File: src/rtl/afrc_pkg.sv
// Shared types and constants for the audio frame rate converter.
package afrc_pkg;

  // Configuration port geometry.
  localparam int ADDR_W     = 5;
  localparam int CFG_DATA_W = 32;

  // Configuration field widths.
  localparam int DEC_W       = 4;
  localparam int FRAME_OUT_W = 10;
  localparam int FRAME_IN_W  = 12;
  localparam int STEP_W      = 28;

  // Register indexes (byte address divided by four).
  localparam logic [2:0] REG_MODE      = 3'd0;
  localparam logic [2:0] REG_CHANNELS  = 3'd1;
  localparam logic [2:0] REG_DEC       = 3'd2;
  localparam logic [2:0] REG_FRAME_OUT = 3'd3;
  localparam logic [2:0] REG_FRAME_IN  = 3'd4;
  localparam logic [2:0] REG_STEP      = 3'd5;

  // Register reset values.
  localparam logic                   RST_MODE      = 1'b0;
  localparam logic [1:0]             RST_CHANNELS  = 2'd1;
  localparam logic [DEC_W-1:0]       RST_DEC       = 4'd1;
  localparam logic [FRAME_OUT_W-1:0] RST_FRAME_OUT = 10'd640;
  localparam logic [FRAME_IN_W-1:0]  RST_FRAME_IN  = 12'd1764;
  localparam logic [STEP_W-1:0]      RST_STEP      = 28'd180813;

  // Operating modes.
  localparam logic MODE_DECIMATE    = 1'b0;
  localparam logic MODE_INTERPOLATE = 1'b1;

  // Current configuration as seen by the datapath.
  typedef struct packed {
    logic                   mode;
    logic [1:0]             channels;
    logic [DEC_W-1:0]       decimation_factor;
    logic [FRAME_OUT_W-1:0] frame_out_len;
    logic [FRAME_IN_W-1:0]  frame_in_len;
    logic [STEP_W-1:0]      step_q16;
  } cfg_t;

endpackage

File: src/rtl/afrc_cfg.sv
// APB-style configuration register file for the audio frame rate converter.
module afrc_cfg
  import afrc_pkg::*;
(
  input  logic                  clk,
  input  logic                  rst,
  input  logic                  psel,
  input  logic                  penable,
  input  logic                  pwrite,
  input  logic [ADDR_W-1:0]     paddr,
  input  logic [CFG_DATA_W-1:0] pwdata,
  output logic [CFG_DATA_W-1:0] prdata,
  output logic                  pready,
  output cfg_t                  cfg
);

  logic [2:0] reg_index;
  logic       wr_en;

  assign pready    = 1'b1;
  assign reg_index = paddr[4:2];
  assign wr_en     = psel && penable && pwrite && pready;

  // Register writes on the access phase of a write transfer.
  always_ff @(posedge clk) begin
    if (rst) begin
      cfg.mode              <= RST_MODE;
      cfg.channels          <= RST_CHANNELS;
      cfg.decimation_factor <= RST_DEC;
      cfg.frame_out_len     <= RST_FRAME_OUT;
      cfg.frame_in_len      <= RST_FRAME_IN;
      cfg.step_q16          <= RST_STEP;
    end else if (wr_en) begin
      unique case (reg_index)
        REG_MODE:      cfg.mode              <= pwdata[0];
        REG_CHANNELS:  cfg.channels          <= pwdata[1:0];
        REG_DEC:       cfg.decimation_factor <= pwdata[DEC_W-1:0];
        REG_FRAME_OUT: cfg.frame_out_len     <= pwdata[FRAME_OUT_W-1:0];
        REG_FRAME_IN:  cfg.frame_in_len      <= pwdata[FRAME_IN_W-1:0];
        REG_STEP:      cfg.step_q16          <= pwdata[STEP_W-1:0];
        default: ;
      endcase
    end
  end

  // Read data mux.
  always_comb begin
    unique case (reg_index)
      REG_MODE:      prdata = CFG_DATA_W'(cfg.mode);
      REG_CHANNELS:  prdata = CFG_DATA_W'(cfg.channels);
      REG_DEC:       prdata = CFG_DATA_W'(cfg.decimation_factor);
      REG_FRAME_OUT: prdata = CFG_DATA_W'(cfg.frame_out_len);
      REG_FRAME_IN:  prdata = CFG_DATA_W'(cfg.frame_in_len);
      REG_STEP:      prdata = CFG_DATA_W'(cfg.step_q16);
      default:       prdata = '0;
    endcase
  end

endmodule

File: src/rtl/afrc_lerp.sv
// Linear interpolation between two samples with a rounded weighted difference.
module afrc_lerp #(
  parameter int SAMPLE_WIDTH = 16,
  parameter int FRAC_BITS    = 16
) (
  input  logic signed [SAMPLE_WIDTH-1:0] a,
  input  logic signed [SAMPLE_WIDTH-1:0] b,
  input  logic        [FRAC_BITS-1:0]    fr,
  output logic signed [SAMPLE_WIDTH-1:0] y
);

  localparam int PW = SAMPLE_WIDTH + FRAC_BITS + 2;
  localparam logic signed [PW-1:0] HALF = PW'(1) << (FRAC_BITS - 1);

  logic signed [SAMPLE_WIDTH:0]   diff;
  logic signed [FRAC_BITS:0]      weight;
  logic signed [PW-1:0]           prod;
  logic signed [PW-1:0]           rounded;
  logic signed [SAMPLE_WIDTH:0]   delta;
  logic signed [SAMPLE_WIDTH:0]   sum;

  // a + round(fr * (b - a)); the result always lies between a and b, so the
  // low bits of the sum are the exact value.
  always_comb begin
    diff    = {b[SAMPLE_WIDTH-1], b} - {a[SAMPLE_WIDTH-1], a};
    weight  = {1'b0, fr};
    prod    = diff * weight;
    rounded = (prod + HALF) >>> FRAC_BITS;
    delta   = rounded[SAMPLE_WIDTH:0];
    sum     = {a[SAMPLE_WIDTH-1], a} + delta;
    y       = sum[SAMPLE_WIDTH-1:0];
  end

endmodule

File: src/rtl/afrc_core.sv
// Per-sample state and output decision for decimate and interpolate modes.
module afrc_core
  import afrc_pkg::*;
#(
  parameter int SAMPLE_WIDTH = 16,
  parameter int FRAC_BITS    = 16
) (
  input  logic                           clk,
  input  logic                           rst,
  input  cfg_t                           cfg,
  input  logic                           fire,
  input  logic signed [SAMPLE_WIDTH-1:0] sample,
  output logic                           emit,
  output logic                           last,
  output logic signed [SAMPLE_WIDTH-1:0] value
);

  localparam int POS_W = FRAME_IN_W + FRAC_BITS;
  localparam int SUM_W = ((POS_W > STEP_W) ? POS_W : STEP_W) + 1;
  localparam logic [POS_W-1:0] POS_MAX = '1;

  // State registers.
  logic                           channel_phase;
  logic [DEC_W-1:0]               decimation_phase;
  logic [FRAME_IN_W-1:0]          input_index;
  logic [POS_W-1:0]               next_position;
  logic [FRAME_OUT_W-1:0]         output_count;
  logic signed [SAMPLE_WIDTH-1:0] previous_sample;

  logic [DEC_W-1:0]       factor;
  logic                   take;
  logic [DEC_W:0]         dec_inc;
  logic                   dec_wrap;
  logic [FRAME_OUT_W:0]   cnt_inc;
  logic                   frame_full;
  logic                   ch0;
  logic [FRAME_IN_W-1:0]  in_len;
  logic [FRAME_IN_W:0]    idx_inc;
  logic                   at_end;
  logic [FRAME_IN_W-1:0]  lo;
  logic [FRAC_BITS-1:0]   fr;
  logic                   match;
  logic                   use_lerp;
  logic                   i_emit;
  logic [SUM_W-1:0]       pos_sum;
  logic [POS_W-1:0]       pos_sat;
  logic signed [SAMPLE_WIDTH-1:0] lerp_y;

  afrc_lerp #(
    .SAMPLE_WIDTH(SAMPLE_WIDTH),
    .FRAC_BITS   (FRAC_BITS)
  ) u_lerp (
    .a (previous_sample),
    .b (sample),
    .fr(fr),
    .y (lerp_y)
  );

  // Decision logic for the sample now leaving the input register.
  always_comb begin
    factor     = (cfg.decimation_factor == '0) ? DEC_W'(1) : cfg.decimation_factor;
    take       = (decimation_phase == '0);
    dec_inc    = {1'b0, decimation_phase} + (DEC_W+1)'(1);
    dec_wrap   = dec_inc >= {1'b0, factor};
    cnt_inc    = {1'b0, output_count} + (FRAME_OUT_W+1)'(1);
    frame_full = cnt_inc >= {1'b0, cfg.frame_out_len};
    ch0        = !channel_phase;
    in_len     = (cfg.frame_in_len == '0) ? FRAME_IN_W'(1) : cfg.frame_in_len;
    idx_inc    = {1'b0, input_index} + (FRAME_IN_W+1)'(1);
    at_end     = idx_inc >= {1'b0, in_len};
    lo         = next_position[POS_W-1:FRAC_BITS];
    fr         = next_position[FRAC_BITS-1:0];
    if (fr == '0) begin
      match = (lo == input_index);
    end else begin
      match = (({1'b0, lo} + (FRAME_IN_W+1)'(1)) == {1'b0, input_index});
    end
    use_lerp = match && (fr != '0);
    i_emit   = ch0 && (output_count < cfg.frame_out_len) && (match || at_end);
    pos_sum  = SUM_W'(next_position) + SUM_W'(cfg.step_q16);
    pos_sat  = (pos_sum > SUM_W'(POS_MAX)) ? POS_MAX : pos_sum[POS_W-1:0];

    if (cfg.mode == MODE_DECIMATE) begin
      emit  = take && (cfg.frame_out_len != '0);
      last  = frame_full;
      value = sample;
    end else begin
      emit  = i_emit;
      last  = at_end || frame_full;
      value = use_lerp ? lerp_y : sample;
    end
  end

  // State update, one sample per fire.
  always_ff @(posedge clk) begin
    if (rst) begin
      channel_phase    <= 1'b0;
      decimation_phase <= '0;
      input_index      <= '0;
      next_position    <= '0;
      output_count     <= '0;
      previous_sample  <= '0;
    end else if (fire) begin
      if (cfg.mode == MODE_DECIMATE) begin
        decimation_phase <= dec_wrap ? '0 : dec_inc[DEC_W-1:0];
        if (emit) begin
          output_count <= frame_full ? '0 : cnt_inc[FRAME_OUT_W-1:0];
        end
      end else begin
        channel_phase <= (cfg.channels >= 2'd2) ? ~channel_phase : 1'b0;
        if (ch0) begin
          if (at_end) begin
            input_index     <= '0;
            next_position   <= '0;
            output_count    <= '0;
            previous_sample <= '0;
          end else begin
            input_index     <= idx_inc[FRAME_IN_W-1:0];
            previous_sample <= sample;
            if (i_emit) begin
              output_count  <= cnt_inc[FRAME_OUT_W-1:0];
              next_position <= pos_sat;
            end
          end
        end
      end
    end
  end

  // The end of an input frame leaves the interpolation state cleared.
  a_frame_end_clears: assert property (@(posedge clk) disable iff (rst)
    fire && (cfg.mode == MODE_INTERPOLATE) && ch0 && at_end
    |=> (input_index == '0) && (next_position == '0) && (output_count == '0))
    else $error("input frame end did not clear interpolation state");

  // Decimate mode never moves the channel phase.
  a_dec_keeps_phase: assert property (@(posedge clk) disable iff (rst)
    fire && (cfg.mode == MODE_DECIMATE) |=> channel_phase == $past(channel_phase))
    else $error("channel phase changed in decimate mode");

  // In interpolate mode, the second channel of a pair never produces a result.
  a_ch1_silent: assert property (@(posedge clk) disable iff (rst)
    (cfg.mode == MODE_INTERPOLATE) && channel_phase |-> !emit)
    else $error("result produced from a non-zero channel");

endmodule

File: src/rtl/audio_frame_rate_converter.sv
// Audio frame rate converter: input register, conversion core and output register.
// An input transfer is held in the input register, and its result in the output register.
// Throughput: one sample per cycle while the output port is not stalled; each sample yields zero or one result.
// The input register is freed whenever the output register is empty or drained.
// Reset (rst, synchronous, active high) clears both pipeline registers, the
// conversion state, and returns the configuration registers to their defaults.
module audio_frame_rate_converter
  import afrc_pkg::*;
#(
  parameter int SAMPLE_WIDTH = 16,
  parameter int FRAC_BITS    = 16
) (
  input  logic                                clk,
  input  logic                                rst,
  // Input stream.
  input  logic                                s_tvalid,
  output logic                                s_tready,
  input  logic [((SAMPLE_WIDTH+7)/8)*8-1:0]   s_tdata,   // sample_in
  // Output stream.
  output logic                                m_tvalid,
  input  logic                                m_tready,
  output logic [((SAMPLE_WIDTH+7)/8)*8-1:0]   m_tdata,   // sample_out
  output logic                                m_tlast,   // frame_last
  // Configuration port.
  input  logic                                psel,
  input  logic                                penable,
  input  logic                                pwrite,
  input  logic [ADDR_W-1:0]                   paddr,
  input  logic [CFG_DATA_W-1:0]               pwdata,
  output logic [CFG_DATA_W-1:0]               prdata,
  output logic                                pready
);

  localparam int TDATA_W = ((SAMPLE_WIDTH + 7) / 8) * 8;

  cfg_t cfg;

  logic                           in_valid;
  logic signed [SAMPLE_WIDTH-1:0] in_sample;
  logic                           out_valid;
  logic signed [SAMPLE_WIDTH-1:0] out_sample;
  logic                           out_last;
  logic                           adv;
  logic                           core_emit;
  logic                           core_last;
  logic signed [SAMPLE_WIDTH-1:0] core_value;

  afrc_cfg u_cfg (
    .clk    (clk),
    .rst    (rst),
    .psel   (psel),
    .penable(penable),
    .pwrite (pwrite),
    .paddr  (paddr),
    .pwdata (pwdata),
    .prdata (prdata),
    .pready (pready),
    .cfg    (cfg)
  );

  afrc_core #(
    .SAMPLE_WIDTH(SAMPLE_WIDTH),
    .FRAC_BITS   (FRAC_BITS)
  ) u_core (
    .clk   (clk),
    .rst   (rst),
    .cfg   (cfg),
    .fire  (adv),
    .sample(in_sample),
    .emit  (core_emit),
    .last  (core_last),
    .value (core_value)
  );

  // The held sample moves on when the output register has room for its result.
  assign adv      = in_valid && (!out_valid || m_tready);
  assign s_tready = !in_valid || adv;

  // Input register.
  always_ff @(posedge clk) begin
    if (rst) begin
      in_valid <= 1'b0;
    end else if (s_tready) begin
      in_valid <= s_tvalid;
    end
  end

  always_ff @(posedge clk) begin
    if (s_tready && s_tvalid) begin
      in_sample <= s_tdata[SAMPLE_WIDTH-1:0];
    end
  end

  // Output register.
  always_ff @(posedge clk) begin
    if (rst) begin
      out_valid <= 1'b0;
    end else if (adv && core_emit) begin
      out_valid <= 1'b1;
    end else if (m_tready) begin
      out_valid <= 1'b0;
    end
  end

  always_ff @(posedge clk) begin
    if (adv && core_emit) begin
      out_sample <= core_value;
      out_last   <= core_last;
    end
  end

  assign m_tvalid = out_valid;
  assign m_tdata  = TDATA_W'($unsigned(out_sample));
  assign m_tlast  = out_last;

  // A sample that cannot move on stays in the input register unchanged.
  a_in_hold: assert property (@(posedge clk) disable iff (rst)
    in_valid && !adv |=> in_valid && $stable(in_sample))
    else $error("input register lost a stalled sample");

  // A result produced by the core is always presented on the next cycle.
  a_result_shown: assert property (@(posedge clk) disable iff (rst)
    adv && core_emit |=> m_tvalid)
    else $error("core result not loaded into the output register");

endmodule

File: config.mk
export PLATFORM = sky130hd
export DESIGN_NAME = audio_frame_rate_converter
export DESIGN_NICKNAME = d
export VERILOG_FILES = /design/src/rtl/afrc_pkg.sv /design/src/rtl/afrc_cfg.sv /design/src/rtl/afrc_lerp.sv /design/src/rtl/afrc_core.sv /design/src/rtl/audio_frame_rate_converter.sv
export SDC_FILE = /design/constraint.sdc
export NUM_CORES = 1
export LEC_CHECK = 0
export BUFFER_PORTS_ARGS = -buffer_cell sky130_fd_sc_hd__buf_2
export CORE_MARGIN = 3
export CORE_UTILIZATION = 40
export CTS_CLUSTER_DIAMETER = 120
export DETAILED_ROUTE_END_ITERATION = 16
export PLACE_DENSITY = 0.65
export SYNTH_ARGS = -nofsm -noshare
export SYNTH_HDL_FRONTEND = slang
export SYNTH_SLANG_ARGS = --single-unit
File: constraint.sdc
create_clock -name clk -period 13 [get_ports clk]
set_input_delay 1.95 -clock clk [delete_from_list [all_inputs] [get_ports clk]]
set_output_delay 1.95 -clock clk [all_outputs]
set_load 0.05 [all_outputs]
==> flow_metrics.env <==
export IMPL_holdCritPathClass="flop to flop"
export IMPL_avgSynthCellArea_um2=8.66
export IMPL_seq_area_frac_synth=0.170
export IMPL_insertion_delay_ns=0.44
export IMPL_synthToLayoutAreaGrowth_pct=8.37
export IMPL_wl_per_cell_um=17.1
export IMPL_rsz0062_at_grt="false"
export IMPL_wl_met3_um=2910
export IMPL_dr_wl_met2_um=25600
export IMPL_max_vdd_ir_drop_uv=91.1
export IMPL_cp_required_ns=13.19
export IMPL_finalSetupViolCount=0
export IMPL_cp_slowest_stage_delay_ns=0.86
export IMPL_clockBufferDepth=2
export IMPL_dieArea_um2=55600
export IMPL_min_path_cells=2
export IMPL_ctsResizeCount=0
export IMPL_holdBufCountCts=0
export IMPL_grtUsageTotal=0.198
export IMPL_hold_violations=0
export IMPL_gp_congestion=0.877
export IMPL_dp_cells=3145
export IMPL_root_buffer="clkbuf_16"
export IMPL_slew_limit_headroom=0.170
export IMPL_drt_total_wl_um=54500
export IMPL_core_area_um2=51800
export IMPL_synth_area_um2=21100
export IMPL_fin_setup_tns_ns=0
export IMPL_layout_cells_non_filler=3177
export IMPL_drive_above_1_share=0.0813
export IMPL_dpl_hpwl_um=43000
export IMPL_crit_type="flop to flop"
export IMPL_powerDensity_nw_per_um2=52.4
export IMPL_top_layer_used="met4"
export IMPL_power_leakage_uw=0.0113
export IMPL_grt_pass1_vias=17193
export IMPL_ys_types=77
export IMPL_drv_cap=0
export IMPL_synth_edf_count=33
export IMPL_cts_setup_buffers=0
export IMPL_n_antenna_cell=0
export IMPL_portBuffers=100
export IMPL_worstPathMaxFanout=12
export IMPL_fp_dieW_um=236
export IMPL_ys_warn_count=0
export IMPL_worstMarginPinSlew_ns=1.24
export IMPL_drcViolationCount=0
export IMPL_skew_ns=0.00937
export IMPL_vias_per_cell=5.27
export IMPL_reg2reg_depth=40
export IMPL_synthArstFlopShare=0
export IMPL_grt_max_degree=54
export IMPL_ys_ff_latch=163
export IMPL_timing_hold_ws_ns=0.472
export IMPL_synth_ff_type="dfxtp_1"
export IMPL_nets=3008
export IMPL_fmax_mhz=84.2
export IMPL_p_total_uw=1200
export IMPL_syn_inst=2440
export IMPL_cp_end_kind="flop"
export IMPL_crit_top_cell="fa_1"
export IMPL_antenna_found_initial=0
export IMPL_report_final_slew_viol_count=0
export IMPL_die_h_um=236
export IMPL_drtIter0Drc=985
export IMPL_final_min_clock_period_ns=11.88
export IMPL_vias=16753
export IMPL_firstDrtPassIters=5
export IMPL_clk_pin_slew_ns=0.07
export IMPL_crit_slowest_cell="nor2_1"
export IMPL_start_util=0.408
export IMPL_gr_total_overflow=0
export IMPL_cts_buffers=17
export IMPL_ctsHtreeMaxLevel=4
export IMPL_status="complete, no violations"
export IMPL_num_io_pins=112
export IMPL_arrival_ns=12.07
export IMPL_grt_first_pass_wirelength_um=89400
export IMPL_placementRows=83
export IMPL_cts_sinks=163
export IMPL_start_kind="flop"
export IMPL_cts_tree="yes"
export IMPL_drtAntennaViolNets=0
export IMPL_period_share=0.914
export IMPL_m1WireLength_um=24700
==> final cells by class <==
cell class              count  area (µm²)
clock buffers              17         425
clock inverters            15         165
fillers                  4985       28900
inverters                 431        1620
multi-input cells        1741       15500
flip-flops and latches    163        3590
well taps                 680         851
repair buffers            130         726
==> cells by family after synthesis <==
group | after synthesis | share of synthesized area
and+or+nand+nor | 759 | 0.182
AOI/OAI and AO/OA | 361 | 0.111
buffers and inverters | 539 | 0.0985
DFF | 163 | 0.170
xor gates and xnor gates | 105 | 0.0442
muxes | 47 | 0.0229
adders and majority gates | 464 | 0.370
other | 2 | 0.000355
==> stage by stage <==
stage,instance area (µm²),utilization,setup WS [ns]
6_report,22900,0.442,1.12
2_1_floorplan,21100,-,2.67
5_1_grt,22900,0.442,0.243
3_3_place_gp,22300,0.430,1.52
4_1_cts,22900,0.442,1.16
3_5_place_dp,22300,0.430,1.29
==> critical path, delay by kind of cell (launching register included) <==
family,cells,cell delay [ns]
DFF,1,0.46
AOI/OAI and AO/OA,20,4.74
buffers and inverters,3,0.19
adders and majority gates,9,3.55
muxes,1,0.26
and+or+nand+nor,4,1.66
xor gates and xnor gates,3,0.77
==> cells in the final DEF (no fill, tap or decap), drive strengths merged, types with 47 or more instances in the layout <==
| master | netlist | final |
|---|---|---|
| a21oi | 125 | 125 |
| and2 | 146 | 146 |
| buf | 20 | 130 |
| dfxtp | 130 | 130 |
| fa | 269 | 269 |
| ha | 195 | 195 |
| inv | 430 | 438 |
| nand2 | 297 | 297 |
| nand2b | 47 | 47 |
| nand3 | 56 | 56 |
| nor2 | 64 | 64 |
| o21ai | 62 | 62 |
| xnor2 | 60 | 60 |
==> sequential cells by signal (all words and copies together), names as in the netlist <==
register / count
m_tlast: 1
in_sample: 16
u_core.next_position: 28
m_tdata: 16
u_core.decimation_phase: 4
u_core.previous_sample: 16
u_core.input_index: 12
in_valid: 1
u_cfg.cfg: 57
u_core.output_count: 10
m_tvalid: 1
u_core.channel_phase: 1
==> power breakdown <==
group,internal [µW],leakage (µW),total (µW),switching (µW)
clock network,288,0.000292,516,228
registers,525,0.00136,533,8.44
logic,42.4,0.00966,151,109
==> metal layers <==
| layer | GRT usage | vias to the layer above |
|---|---|---|
| li1 | - | 7922 |
| met1 | 0.274 | 8209 |
| met2 | 0.327 | 517 |
| met3 | 0.0230 | 105 |
| met4 | 0.0588 | 0 |
| met5 | 0 | - |
==> Yosys cell counts, types with 34 or more instances <==
cell / count / area share
a21oi_1: 124 / 0.029
a22o_1: 34 / 0.014
and2_1: 146 / 0.043
clkbuf_1: 87 / 0.015
dfxtp_1: 130 / 0.12
fa_1: 269 / 0.25
ha_1: 195 / 0.12
inv_1: 430 / 0.076
mux2i_1: 36 / 0.017
nand2_1: 297 / 0.053
nand2b_1: 47 / 0.014
nand3_1: 55 / 0.013
nor2_1: 62 / 0.011
o21ai_0: 60 / 0.014
xnor2_1: 60 / 0.025
xor2_1: 44 / 0.018
==> final timing paths <==
| path | startpoint | to | slack (ns) |
|---|---|---|---|
| setup / recovery | u_core.previous_sample[1] | m_tdata[15] | 1.12 |
| hold / removal | u_core.previous_sample[7] | u_core.previous_sample[7] | 0.47 |
| setup reg to reg | u_core.previous_sample[1] | m_tdata[15] | 1.12 |
| hold reg to reg | u_core.previous_sample[7] | u_core.previous_sample[7] | 0.47 |
(Power assumes the default switching activity.)
